`src/nnps_pkg.sv`:
```
package nnps_pkg;

    // Field widths
    localparam int DIM_BITS       = 14;
    localparam int FRAC_BITS      = 16;
    localparam int ACC_BITS       = DIM_BITS + FRAC_BITS;
    localparam int PIXEL_BITS     = 32;
    localparam int CFG_INDEX_BITS = 3;

    typedef logic [DIM_BITS-1:0]       dim_t;
    typedef logic [ACC_BITS-1:0]       acc_t;
    typedef logic [PIXEL_BITS-1:0]     pixel_t;
    typedef logic [CFG_INDEX_BITS-1:0] cfg_addr_t;

    // Register map
    typedef enum logic [CFG_INDEX_BITS-1:0] {
        CFG_ROW_PIXELS    = 3'd0,
        CFG_CROP_LEFT     = 3'd1,
        CFG_CROP_TOP      = 3'd2,
        CFG_SAMPLE_WIDTH  = 3'd3,
        CFG_SAMPLE_HEIGHT = 3'd4,
        CFG_DEST_WIDTH    = 3'd5,
        CFG_DEST_HEIGHT   = 3'd6
    } cfg_index_t;

    typedef struct packed {
        pixel_t pixel_in;
        logic   frame_start;
    } nnps_in_t;

    typedef struct packed {
        pixel_t pixel_out;
        dim_t   out_column;
        dim_t   out_row;
        logic   last_of_frame;
    } nnps_out_t;

    typedef struct packed {
        dim_t row_pixels;
        dim_t crop_left;
        dim_t crop_top;
        dim_t sample_width;
        dim_t sample_height;
        dim_t dest_width;
        dim_t dest_height;
    } nnps_cfg_t;

endpackage

```
`src/nnps_divider.sv`:
```
module nnps_divider import nnps_pkg::*; (
    input  logic aclk,
    input  logic aresetn,
    input  logic start,
    input  acc_t dividend,
    input  dim_t divisor,
    output logic busy,
    output acc_t quotient
);

    localparam int CNT_BITS = $clog2(ACC_BITS + 1);

    logic                busy_reg;
    logic [CNT_BITS-1:0] count_reg;
    dim_t                rem_reg;
    acc_t                quo_reg;

    logic [DIM_BITS:0] rem_shift;
    logic [DIM_BITS:0] rem_diff;
    logic              fits;

    // One restoring step: bring down the next dividend bit, subtract if it fits
    always_comb begin
        rem_shift = {rem_reg, quo_reg[ACC_BITS-1]};
        rem_diff  = rem_shift - {1'b0, divisor};
        fits      = (rem_shift >= {1'b0, divisor});
    end

    // Hold the dividend in the quotient register and shift quotient bits in behind it
    always_ff @(posedge aclk) begin
        if (!aresetn) begin
            busy_reg  <= 1'b0;
            count_reg <= '0;
        end else if (start) begin
            busy_reg  <= 1'b1;
            count_reg <= CNT_BITS'(ACC_BITS);
        end else if (busy_reg) begin
            count_reg <= count_reg - CNT_BITS'(1);
            busy_reg  <= (count_reg != CNT_BITS'(1));
        end
    end

    always_ff @(posedge aclk) begin
        if (start) begin
            quo_reg <= dividend;
            rem_reg <= '0;
        end else if (busy_reg) begin
            quo_reg <= {quo_reg[ACC_BITS-2:0], fits};
            rem_reg <= fits ? rem_diff[DIM_BITS-1:0] : rem_shift[DIM_BITS-1:0];
        end
    end

    assign busy     = busy_reg;
    assign quotient = quo_reg;

endmodule

```
`src/nnps_core.sv`:
```
module nnps_core import nnps_pkg::*; (
    input  logic      aclk,
    input  logic      aresetn,
    input  nnps_cfg_t cfg,
    input  acc_t      col_quotient,
    input  acc_t      row_quotient,
    input  logic      step_busy,
    input  logic      s_valid,
    output logic      s_ready,
    input  nnps_in_t  s_data,
    output logic      m_valid,
    input  logic      m_ready,
    output nnps_out_t m_data
);

    // Input register
    logic     in_valid_reg;
    nnps_in_t in_reg;

    // Stream position state
    dim_t src_col_reg, src_row_reg;
    acc_t col_acc_reg, row_acc_reg;
    dim_t out_col_reg, out_row_reg;
    acc_t col_step_reg, row_step_reg;
    logic done_reg;

    // Result register
    logic      out_valid_reg;
    nnps_out_t out_reg;

    logic advance;
    logic degenerate;

    // Position state as seen by this request, after any frame restart
    dim_t src_col_eff, src_row_eff, out_col_eff, out_row_eff;
    acc_t col_acc_eff, row_acc_eff, col_step_eff, row_step_eff;
    logic done_eff;

    logic [DIM_BITS:0] want_col, want_row;
    logic hit;
    dim_t out_col_inc, out_row_inc;
    logic row_wrap, last;

    dim_t src_col_inc;

    dim_t src_col_next, src_row_next, out_col_next, out_row_next;
    acc_t col_acc_next, row_acc_next;
    logic done_next;

    // Move a request from the input register whenever the result slot can take it
    assign advance = in_valid_reg && (!out_valid_reg || m_ready);
    assign s_ready = !step_busy && (!in_valid_reg || advance);

    assign degenerate = (cfg.dest_width <= dim_t'(1)) || (cfg.dest_height <= dim_t'(1)) ||
                        (cfg.dest_width > cfg.sample_width) ||
                        (cfg.dest_height > cfg.sample_height);

    // Restart the frame on a frame start request
    always_comb begin
        if (in_reg.frame_start) begin
            src_col_eff  = '0;
            src_row_eff  = '0;
            out_col_eff  = '0;
            out_row_eff  = '0;
            col_acc_eff  = '0;
            row_acc_eff  = '0;
            col_step_eff = degenerate ? '0 : col_quotient;
            row_step_eff = degenerate ? '0 : row_quotient;
            done_eff     = degenerate;
        end else begin
            src_col_eff  = src_col_reg;
            src_row_eff  = src_row_reg;
            out_col_eff  = out_col_reg;
            out_row_eff  = out_row_reg;
            col_acc_eff  = col_acc_reg;
            row_acc_eff  = row_acc_reg;
            col_step_eff = col_step_reg;
            row_step_eff = row_step_reg;
            done_eff     = done_reg;
        end
    end

    // Match the target source pixel and step the output position
    always_comb begin
        want_col    = {1'b0, cfg.crop_left} + {1'b0, col_acc_eff[ACC_BITS-1:FRAC_BITS]};
        want_row    = {1'b0, cfg.crop_top} + {1'b0, row_acc_eff[ACC_BITS-1:FRAC_BITS]};
        hit         = !done_eff && (want_col == {1'b0, src_col_eff}) &&
                      (want_row == {1'b0, src_row_eff});
        out_col_inc = out_col_eff + dim_t'(1);
        out_row_inc = out_row_eff + dim_t'(1);
        row_wrap    = (out_col_inc >= cfg.dest_width);
        last        = row_wrap && ((out_row_inc >= cfg.dest_height) || (out_row_inc == '0));

        out_col_next = out_col_eff;
        out_row_next = out_row_eff;
        col_acc_next = col_acc_eff;
        row_acc_next = row_acc_eff;
        done_next    = done_eff;
        if (hit) begin
            if (row_wrap) begin
                out_col_next = '0;
                col_acc_next = '0;
                out_row_next = out_row_inc;
                row_acc_next = row_acc_eff + row_step_eff;
                done_next    = last;
            end else begin
                out_col_next = out_col_inc;
                col_acc_next = col_acc_eff + col_step_eff;
            end
        end

        // Advance the source raster position
        src_col_inc = src_col_eff + dim_t'(1);
        if (src_col_inc == cfg.row_pixels) begin
            src_col_next = '0;
            src_row_next = src_row_eff + dim_t'(1);
        end else begin
            src_col_next = src_col_inc;
            src_row_next = src_row_eff;
        end
    end

    // Control state
    always_ff @(posedge aclk) begin
        if (!aresetn) begin
            in_valid_reg  <= 1'b0;
            out_valid_reg <= 1'b0;
            src_col_reg   <= '0;
            src_row_reg   <= '0;
            col_acc_reg   <= '0;
            row_acc_reg   <= '0;
            out_col_reg   <= '0;
            out_row_reg   <= '0;
            col_step_reg  <= '0;
            row_step_reg  <= '0;
            done_reg      <= 1'b1;
        end else begin
            if (s_valid && s_ready) begin
                in_valid_reg <= 1'b1;
            end else if (advance) begin
                in_valid_reg <= 1'b0;
            end

            if (advance) begin
                out_valid_reg <= hit;
            end else if (m_ready) begin
                out_valid_reg <= 1'b0;
            end

            if (advance) begin
                src_col_reg  <= src_col_next;
                src_row_reg  <= src_row_next;
                col_acc_reg  <= col_acc_next;
                row_acc_reg  <= row_acc_next;
                out_col_reg  <= out_col_next;
                out_row_reg  <= out_row_next;
                col_step_reg <= col_step_eff;
                row_step_reg <= row_step_eff;
                done_reg     <= done_next;
            end
        end
    end

    // Payload registers
    always_ff @(posedge aclk) begin
        if (s_valid && s_ready) begin
            in_reg <= s_data;
        end
        if (advance && hit) begin
            out_reg.pixel_out     <= in_reg.pixel_in;
            out_reg.out_column    <= out_col_eff;
            out_reg.out_row       <= out_row_eff;
            out_reg.last_of_frame <= last;
        end
    end

    assign m_valid = out_valid_reg;
    assign m_data  = out_reg;

endmodule

```
`src/nearest_neighbor_pixel_scaler.sv`:
```
// Nearest-neighbor downscaler for a raster stream of 32-bit ARGB pixels. It takes one source
// pixel per clock while s_ready is high and passes on, unchanged, only those that land on the
// output grid, tagged with their output column and row and a flag on the frame's final output
// pixel. A request passes through an input register and then a result register. Writing
// sample_width, sample_height, dest_width or dest_height starts, in the cycle after the write
// lands, two restoring dividers that derive the 14.16 column and row steps one quotient bit
// per clock; s_ready is held low from the write until both are done. The steps are captured
// at each frame start, so write the sizes between frames.
module nearest_neighbor_pixel_scaler import nnps_pkg::*; (
    input  logic      aclk,
    input  logic      aresetn,
    input  logic      cfg_valid,
    output logic      cfg_ready,
    input  cfg_addr_t cfg_index,
    input  dim_t      cfg_data,
    input  logic      s_valid,
    output logic      s_ready,
    input  nnps_in_t  s_data,
    output logic      m_valid,
    input  logic      m_ready,
    output nnps_out_t m_data
);

    nnps_cfg_t cfg_reg;
    logic      cfg_write;
    logic      size_write;
    logic      size_write_reg;
    logic      col_busy, row_busy;
    acc_t      col_quotient, row_quotient;
    acc_t      col_dividend, row_dividend;
    dim_t      col_divisor, row_divisor;

    assign cfg_ready = 1'b1;
    assign cfg_write = cfg_valid && cfg_ready;

    // Any change of a size restarts the step computation
    assign size_write = cfg_write &&
                        ((cfg_index == CFG_SAMPLE_WIDTH) || (cfg_index == CFG_SAMPLE_HEIGHT) ||
                         (cfg_index == CFG_DEST_WIDTH) || (cfg_index == CFG_DEST_HEIGHT));

    // Configuration registers
    always_ff @(posedge aclk) begin
        if (!aresetn) begin
            cfg_reg.row_pixels    <= dim_t'(1);
            cfg_reg.crop_left     <= '0;
            cfg_reg.crop_top      <= '0;
            cfg_reg.sample_width  <= '0;
            cfg_reg.sample_height <= '0;
            cfg_reg.dest_width    <= '0;
            cfg_reg.dest_height   <= '0;
        end else if (cfg_write) begin
            unique case (cfg_index)
                CFG_ROW_PIXELS:    cfg_reg.row_pixels    <= cfg_data;
                CFG_CROP_LEFT:     cfg_reg.crop_left     <= cfg_data;
                CFG_CROP_TOP:      cfg_reg.crop_top      <= cfg_data;
                CFG_SAMPLE_WIDTH:  cfg_reg.sample_width  <= cfg_data;
                CFG_SAMPLE_HEIGHT: cfg_reg.sample_height <= cfg_data;
                CFG_DEST_WIDTH:    cfg_reg.dest_width    <= cfg_data;
                CFG_DEST_HEIGHT:   cfg_reg.dest_height   <= cfg_data;
                default: ;
            endcase
        end
    end

    // Launch the dividers once the written size has landed in its register
    always_ff @(posedge aclk) begin
        if (!aresetn) begin
            size_write_reg <= 1'b0;
        end else begin
            size_write_reg <= size_write;
        end
    end

    // Step = ((sample - 1) << FRAC_BITS) / (dest - 1)
    assign col_dividend = {dim_t'(cfg_reg.sample_width - dim_t'(1)), {FRAC_BITS{1'b0}}};
    assign row_dividend = {dim_t'(cfg_reg.sample_height - dim_t'(1)), {FRAC_BITS{1'b0}}};
    assign col_divisor  = cfg_reg.dest_width - dim_t'(1);
    assign row_divisor  = cfg_reg.dest_height - dim_t'(1);

    nnps_divider u_col_div (
        .aclk     (aclk),
        .aresetn  (aresetn),
        .start    (size_write_reg),
        .dividend (col_dividend),
        .divisor  (col_divisor),
        .busy     (col_busy),
        .quotient (col_quotient)
    );

    nnps_divider u_row_div (
        .aclk     (aclk),
        .aresetn  (aresetn),
        .start    (size_write_reg),
        .dividend (row_dividend),
        .divisor  (row_divisor),
        .busy     (row_busy),
        .quotient (row_quotient)
    );

    nnps_core u_core (
        .aclk         (aclk),
        .aresetn      (aresetn),
        .cfg          (cfg_reg),
        .col_quotient (col_quotient),
        .row_quotient (row_quotient),
        .step_busy    (col_busy || row_busy || size_write || size_write_reg),
        .s_valid      (s_valid),
        .s_ready      (s_ready),
        .s_data       (s_data),
        .m_valid      (m_valid),
        .m_ready      (m_ready),
        .m_data       (m_data)
    );

endmodule

```
`config.mk`:
```
export PLATFORM = sky130hd
export DESIGN_NAME = nearest_neighbor_pixel_scaler
export DESIGN_NICKNAME = d
export VERILOG_FILES = /design/src/nnps_pkg.sv /design/src/nnps_divider.sv /design/src/nnps_core.sv /design/src/nearest_neighbor_pixel_scaler.sv
export SDC_FILE = /design/constraint.sdc
export NUM_CORES = 1
export LEC_CHECK = 0
export BUFFER_PORTS_ARGS = -buffer_cell sky130_fd_sc_hd__buf_2
export CAP_MARGIN = 20
export CORE_ASPECT_RATIO = 0.9
export CORE_MARGIN = 10
export CORE_UTILIZATION = 46
export DETAILED_ROUTE_END_ITERATION = 10
export HOLD_SLACK_MARGIN = 0.15
export PLACE_DENSITY = 0.69
export SLEW_MARGIN = 10
export SYNTH_ARGS = -nofsm -noshare
export SYNTH_HDL_FRONTEND = slang
export SYNTH_SLANG_ARGS = --single-unit
```
`constraint.sdc`:
```
create_clock -name aclk -period 18.9 [get_ports aclk]
set_clock_uncertainty 0.05 [all_clocks]
set_input_delay 2.835 -clock aclk [delete_from_list [all_inputs] [get_ports aclk]]
set_output_delay 2.835 -clock aclk [all_outputs]
set_load 0.02 [all_outputs]
```
==> metrics, run 1 <==
total length of routed wires 76.8 mm; share of the synthesized area in the top cell type 25.5%; Synthesized Nets 3497; largest net degree at the start of global routing 129; status completed; setup_tns 0 ps; Via density 5.72; Root Buffer clkbuf_16; Largest register FFs 98; Max Slew Vio Count 0; most frequent cells after synthesis 443 x nand2_1, 350 x dfxtp_1, 276 x nor2_1, 254 x a21oi_1, 184 x ha_1; Initial DRC Count 2072; vias in the first global route 21500; Ports 119; post-synthesis simple-gate area fraction 20.6%; max_slew headroom 36.5%; Die ar. 70000 sq um; XOR/XNOR share of the synthesized area 7.09%; die width 278 um; Syn Inst Count 3252; Worst-path clk slew 60 ps; PwrDens 86.9 nW/um^2; maximum net fanout on the critical path 10; Starting Density 46.8%; Die H 252 um; num rows 84; Max-Cap Viols 0; Final HPWL DP 53.1 mm; post-synthesis mux area share 1.90%; Routed Antenna Nets 0; Main synth FF type dfxtp_1; Tcrit/Tclk final 35.3%; FF+latch count, synth 472; Netlist Area Pre-Place 27500 sq um; nets 3538; PostCTS Resize Cnt 0; Crit Path Category input pin to output port; Sequential Area 10700 sq um; leakage 12.1 nW; core area 58800 sq um; clk sink count 472; HP Class register to register; actual slew at the worst max-slew pin 952 ps; required time of the critical path 16020 ps; GP Congestion 0.949; RSZ-0062 raised after global routing false; Setup Fix Bufs, Post-CTS 0; critical path capture point type output port; Max Clk Rate 150 MHz; CTS tree built; # hold bufs at CTS 0; initial antenna violation count 3; final setup fails 0; Tot Pwr 0.00265 W; multi-input logic area 15500 sq um; fin crit period 6680 ps; count leader, synth nand2_1; worst skew pair latency 620 ps; main combinational cell family by area after synthesis simple AND/OR/NAND/NOR gates; DRC 0; IR drop worst, VDD 0.0000663 V; post-synthesis sequential area ratio 38.8%; Max Buffers Root-to-Sink 3; final-report hold violation count 0; Inserted Diodes 0; WP data arrival 3790 ps; DR vias 23500; first-pass GRT wire length 121 mm; Synth Area in Compound Gates 17.9%; Syn-to-layout area delta 11.1%; Syn. warnings 0; Avg WL per Cell 18.7 um; Syn Area/Cell 8.45 sq um; H-tree levels 2; GRT Total Usage 21.1%; port buffer count 117; Post-synth EDFFs 122; Post-synth ARST share 0%; dominant cell type by area after synthesis dfxtp_1; 1st-pass router iterations 5; share of cells above drive strength 1 7.85%; Num CTS Buffers 52; Cell variety after synth 79; remaining global-route overflow 0; top cells by area, synth dfxtp_1 25%, edfxtp_1 13%, ha_1 8.4%; Fillers 5487; Startpoint Class input pin; Adder-Cell Fraction of Synth Area 8.81%
[worst max-delay path, stage by stage]
cell      delay, ps
buf_2           170
nand2_1          90
xnor2_1         140
a221oi_1        330
buf_2           230
[per-layer routing]
metal / vias up / track usage (%) / share of wire [%]
met5: - / 0 / 0.018
met3: 110 / 4.19 / 9.4
met2: 844 / 31.1 / 41
met4: 4 / 5.36 / 2.2
li1: 11500 / - / -
met1: 11000 / 30.8 / 47
[per-stage QoR]
step	instance area [sq um]	utilization [%]	cells	setup WS [ps]	hold WS (ps)
after floorplan	27500	-	3252	9060	350
after global placement	28700	48.8	4009	12250	350
after detailed placement	28700	48.8	4009	12250	355
after CTS	30500	52.0	4106	12250	368
after global routing	30600	52.0	4110	12100	374
final	30600	52.0	4110	12220	367
[kinds of logic after synthesis]
logic type | count (synthesis)
xor gates and xnor gates | 221
other | 1
DFF | 472
adders and majority gates | 190
buffers and inverters | 342
muxes | 52
AOI/OAI and AO/OA | 772
and+or+nand+nor | 1202
[cell usage in the layout, fill, tap and decap left out, types with 62 or more instances in the layout]
cell type,n
a22o_1,70
nand2_1,442
xnor2_1,158
nand3_1,74
inv_1,176
a21oi_1,253
a211oi_1,88
nor2_1,275
edfxtp_1,122
ha_1,184
xor2_1,62
dfxtp_1,347
nor2b_1,135
o21ai_0,159
buf_2,117
[power by group]
part	internal, W	leakage (nW)	switching, W
combinational	0.000162	7.23	0.000263
clock	0.000657	0.905	0.000444
sequential	0.00109	3.93	0.0000382
total	0.00191	12.1	0.000745
[path summary, 6_finish.rpt]
path / start / slack, ps / cells past startpoint / end
worst max-delay path: cfg_index[1] / 12220 / 5 / s_ready
worst max register to register: u_core.in_reg[0]$_DFFE_PP_ / 12600 / 15 / u_core.row_acc_reg[2]$_SDFFE_PN0P_
worst min-delay path: u_core.in_reg[1]$_DFFE_PP_ / 370 / 0 / u_core.m_data[29]$_DFFE_PP_
worst min register to register: u_core.in_reg[1]$_DFFE_PP_ / 370 / 0 / u_core.m_data[29]$_DFFE_PP_
[final cells by class]
cell class                 instances  share of cell area [%]
timing repair buffer             151                    2.80
inverter                         178                    2.20
sequential                       472                    34.9
clock buffer                      67                    4.78
clock inverter                    30                    1.28
multi-input combinational       2438                    50.8
tap                              774                    3.17
No activity file was read; power rests on OpenSTA's default activity.
==> run 2, diff against run 1 <==
==> constraint.sdc (replaced) <==
create_clock -name aclk -period 6.6 [get_ports aclk]
set_clock_uncertainty 0.05 [all_clocks]
set_input_delay 0.99 -clock aclk [delete_from_list [all_inputs] [get_ports aclk]]
set_output_delay 0.99 -clock aclk [all_outputs]
set_load 0.02 [all_outputs]
==> run 2 against run 1 <==
Effect of this change: cell count is essentially flat; first-iteration DRC count increased by 1.6%; clock power rose to 2.8 times the previous value; design area about the same; critical path depth rose by 14; largest power group unchanged; highest routed layer unchanged.
==> metrics, run 2 (synthesized netlist as in run 1, its figures left out) <==
most frequent cells in the layout 442 x nand2_1, 347 x dfxtp_1, 275 x nor2_1, 253 x a21oi_1, 184 x ha_1; 1st-pass router iterations 5; leakage 12.0 nW; post-route cell area 30500 sq um; GP Congestion 0.941; Tcrit/Tclk final 88.8%; actual slew at the worst max-slew pin 1090 ps; nets 3541; port buffer count 117; cell count after placement 4016; largest net degree at the start of global routing 95; initial antenna violation count 1; maximum net fanout on the critical path 8; fin crit period 5860 ps; R2R Path Start cfg_reg[16]$_SDFFE_PN0P_; core area 58800 sq um; critical path capture point type register; Crit Path Category register to register; vias in the first global route 21900; Max-Cap Viols 0; # hold bufs at CTS 0; final-report hold violation count 0; placed cell area 28700 sq um; Final HPWL DP 53.6 mm; Via density 5.66; clk sink count 472; Worst-path clk slew 60 ps; Startpoint Class register; PwrDens 246 nW/um^2; share of cells above drive strength 1 8.03%; Starting Density 46.8%; H-tree levels 2; HP Class register to register; CTS tree built; DRC 0; IR drop worst, VDD 0.000208 V; WP data arrival 6330 ps; Die H 252 um; remaining global-route overflow 0; Avg WL per Cell 18.5 um; Largest register FFs 98; setup_tns 0 ps; first-pass GRT wire length 121 mm; Max Clk Rate 171 MHz; required time of the critical path 7070 ps; num rows 84; final non-filler cell total 4114; PostCTS Resize Cnt 0; Util after Layout 52.0%; die width 278 um; Syn-to-layout area delta 11.1%; total length of routed wires 76.1 mm; Die ar. 70000 sq um; DR vias 23300; GRT Total Usage 21.0%; Routed Antenna Nets 0; status completed; Setup Fix Bufs, Post-CTS 0; Max Buffers Root-to-Sink 3; Num CTS Buffers 51; commonest non-fill, non-tap cell in the layout nand2_1; final setup fails 0; Max Slew Vio Count 0; hold path startpoint u_core.in_reg[9]$_DFFE_PP_; Root Buffer clkbuf_16; RSZ-0062 raised after global routing false; Setup crit start cfg_reg[16]$_SDFFE_PN0P_; worst skew pair latency 630 ps; Initial DRC Count 2106; Ports 119; max_slew headroom 27.4%
-- run 2: changes by cell type in the layout (fill, tap and decap cells not counted), moves of 2 or more --
cell / delta
clkinv_2: +3
clkinvlp_4: +5
clkbuf_16: -3
clkbuf_1: +2
clkinv_1: -5
buf_4: +3
-- run 2: through the flow --
step | total power (W) | hold WS [ps] | worst slack, ps
2_1_floorplan | 0.00417 | 350 | 36.4
3_5_place_dp | 0.00449 | 355 | 809
5_1_grt | 0.00785 | 373 | 241
6_report | 0.00751 | 369 | 742
4_1_cts | 0.00754 | 369 | 764
3_3_place_gp | 0.00448 | 350 | 965
-- run 2: area by class of cell --
cell class	count	area (sq um)
tap	774	968
inverter	178	673
fill	5527	28200
multi-input combinational	2438	15500
antenna	1	2.50
timing repair buffer	155	903
clock inverter	31	410
sequential	472	10700
clock buffer	65	1380
-- run 2: routing by layer --
metal,GRT usage (%),wire [um],vias to the layer above
met1,30.1,36300,10900
met2,30.6,30800,712
li1,-,-,11500
met4,7.02,2370,2
met5,0,13,-
met3,4.96,6580,132
-- run 2: worst max-delay path, stage by stage (launching register included) --
cell and delay, ps:
dfxtp_1 370, nor4_1 640, nand4_1 220, nor4_1 690, nor4_2 120, buf_4 200
nand2_1 60, o21ai_0 100, ha_1 280, fa_1 430, a211o_1 330, a2111oi_0 380
o21bai_1 200, a41oi_1 340, o311ai_0 210, a21oi_1 300, o21ai_0 170, a221oi_1 350
xnor2_1 100, a22o_1 190
-- run 2: final timing paths --
kind                            cells past startpoint  slack [ps]                             endpoint
worst min-delay path                                0         370          u_core.m_data[37]$_DFFE_PP_
worst max-delay path                               19         740  u_core.row_acc_reg[22]$_SDFFE_PN0P_
worst min register to register                      0         370          u_core.m_data[37]$_DFFE_PP_
worst max register to register                     19         740  u_core.row_acc_reg[22]$_SDFFE_PN0P_
-- run 2: power by group --
part,switching (W),internal (W)
logic,0.000767,0.000471
clock network,0.00128,0.00177
registers,0.000103,0.00312
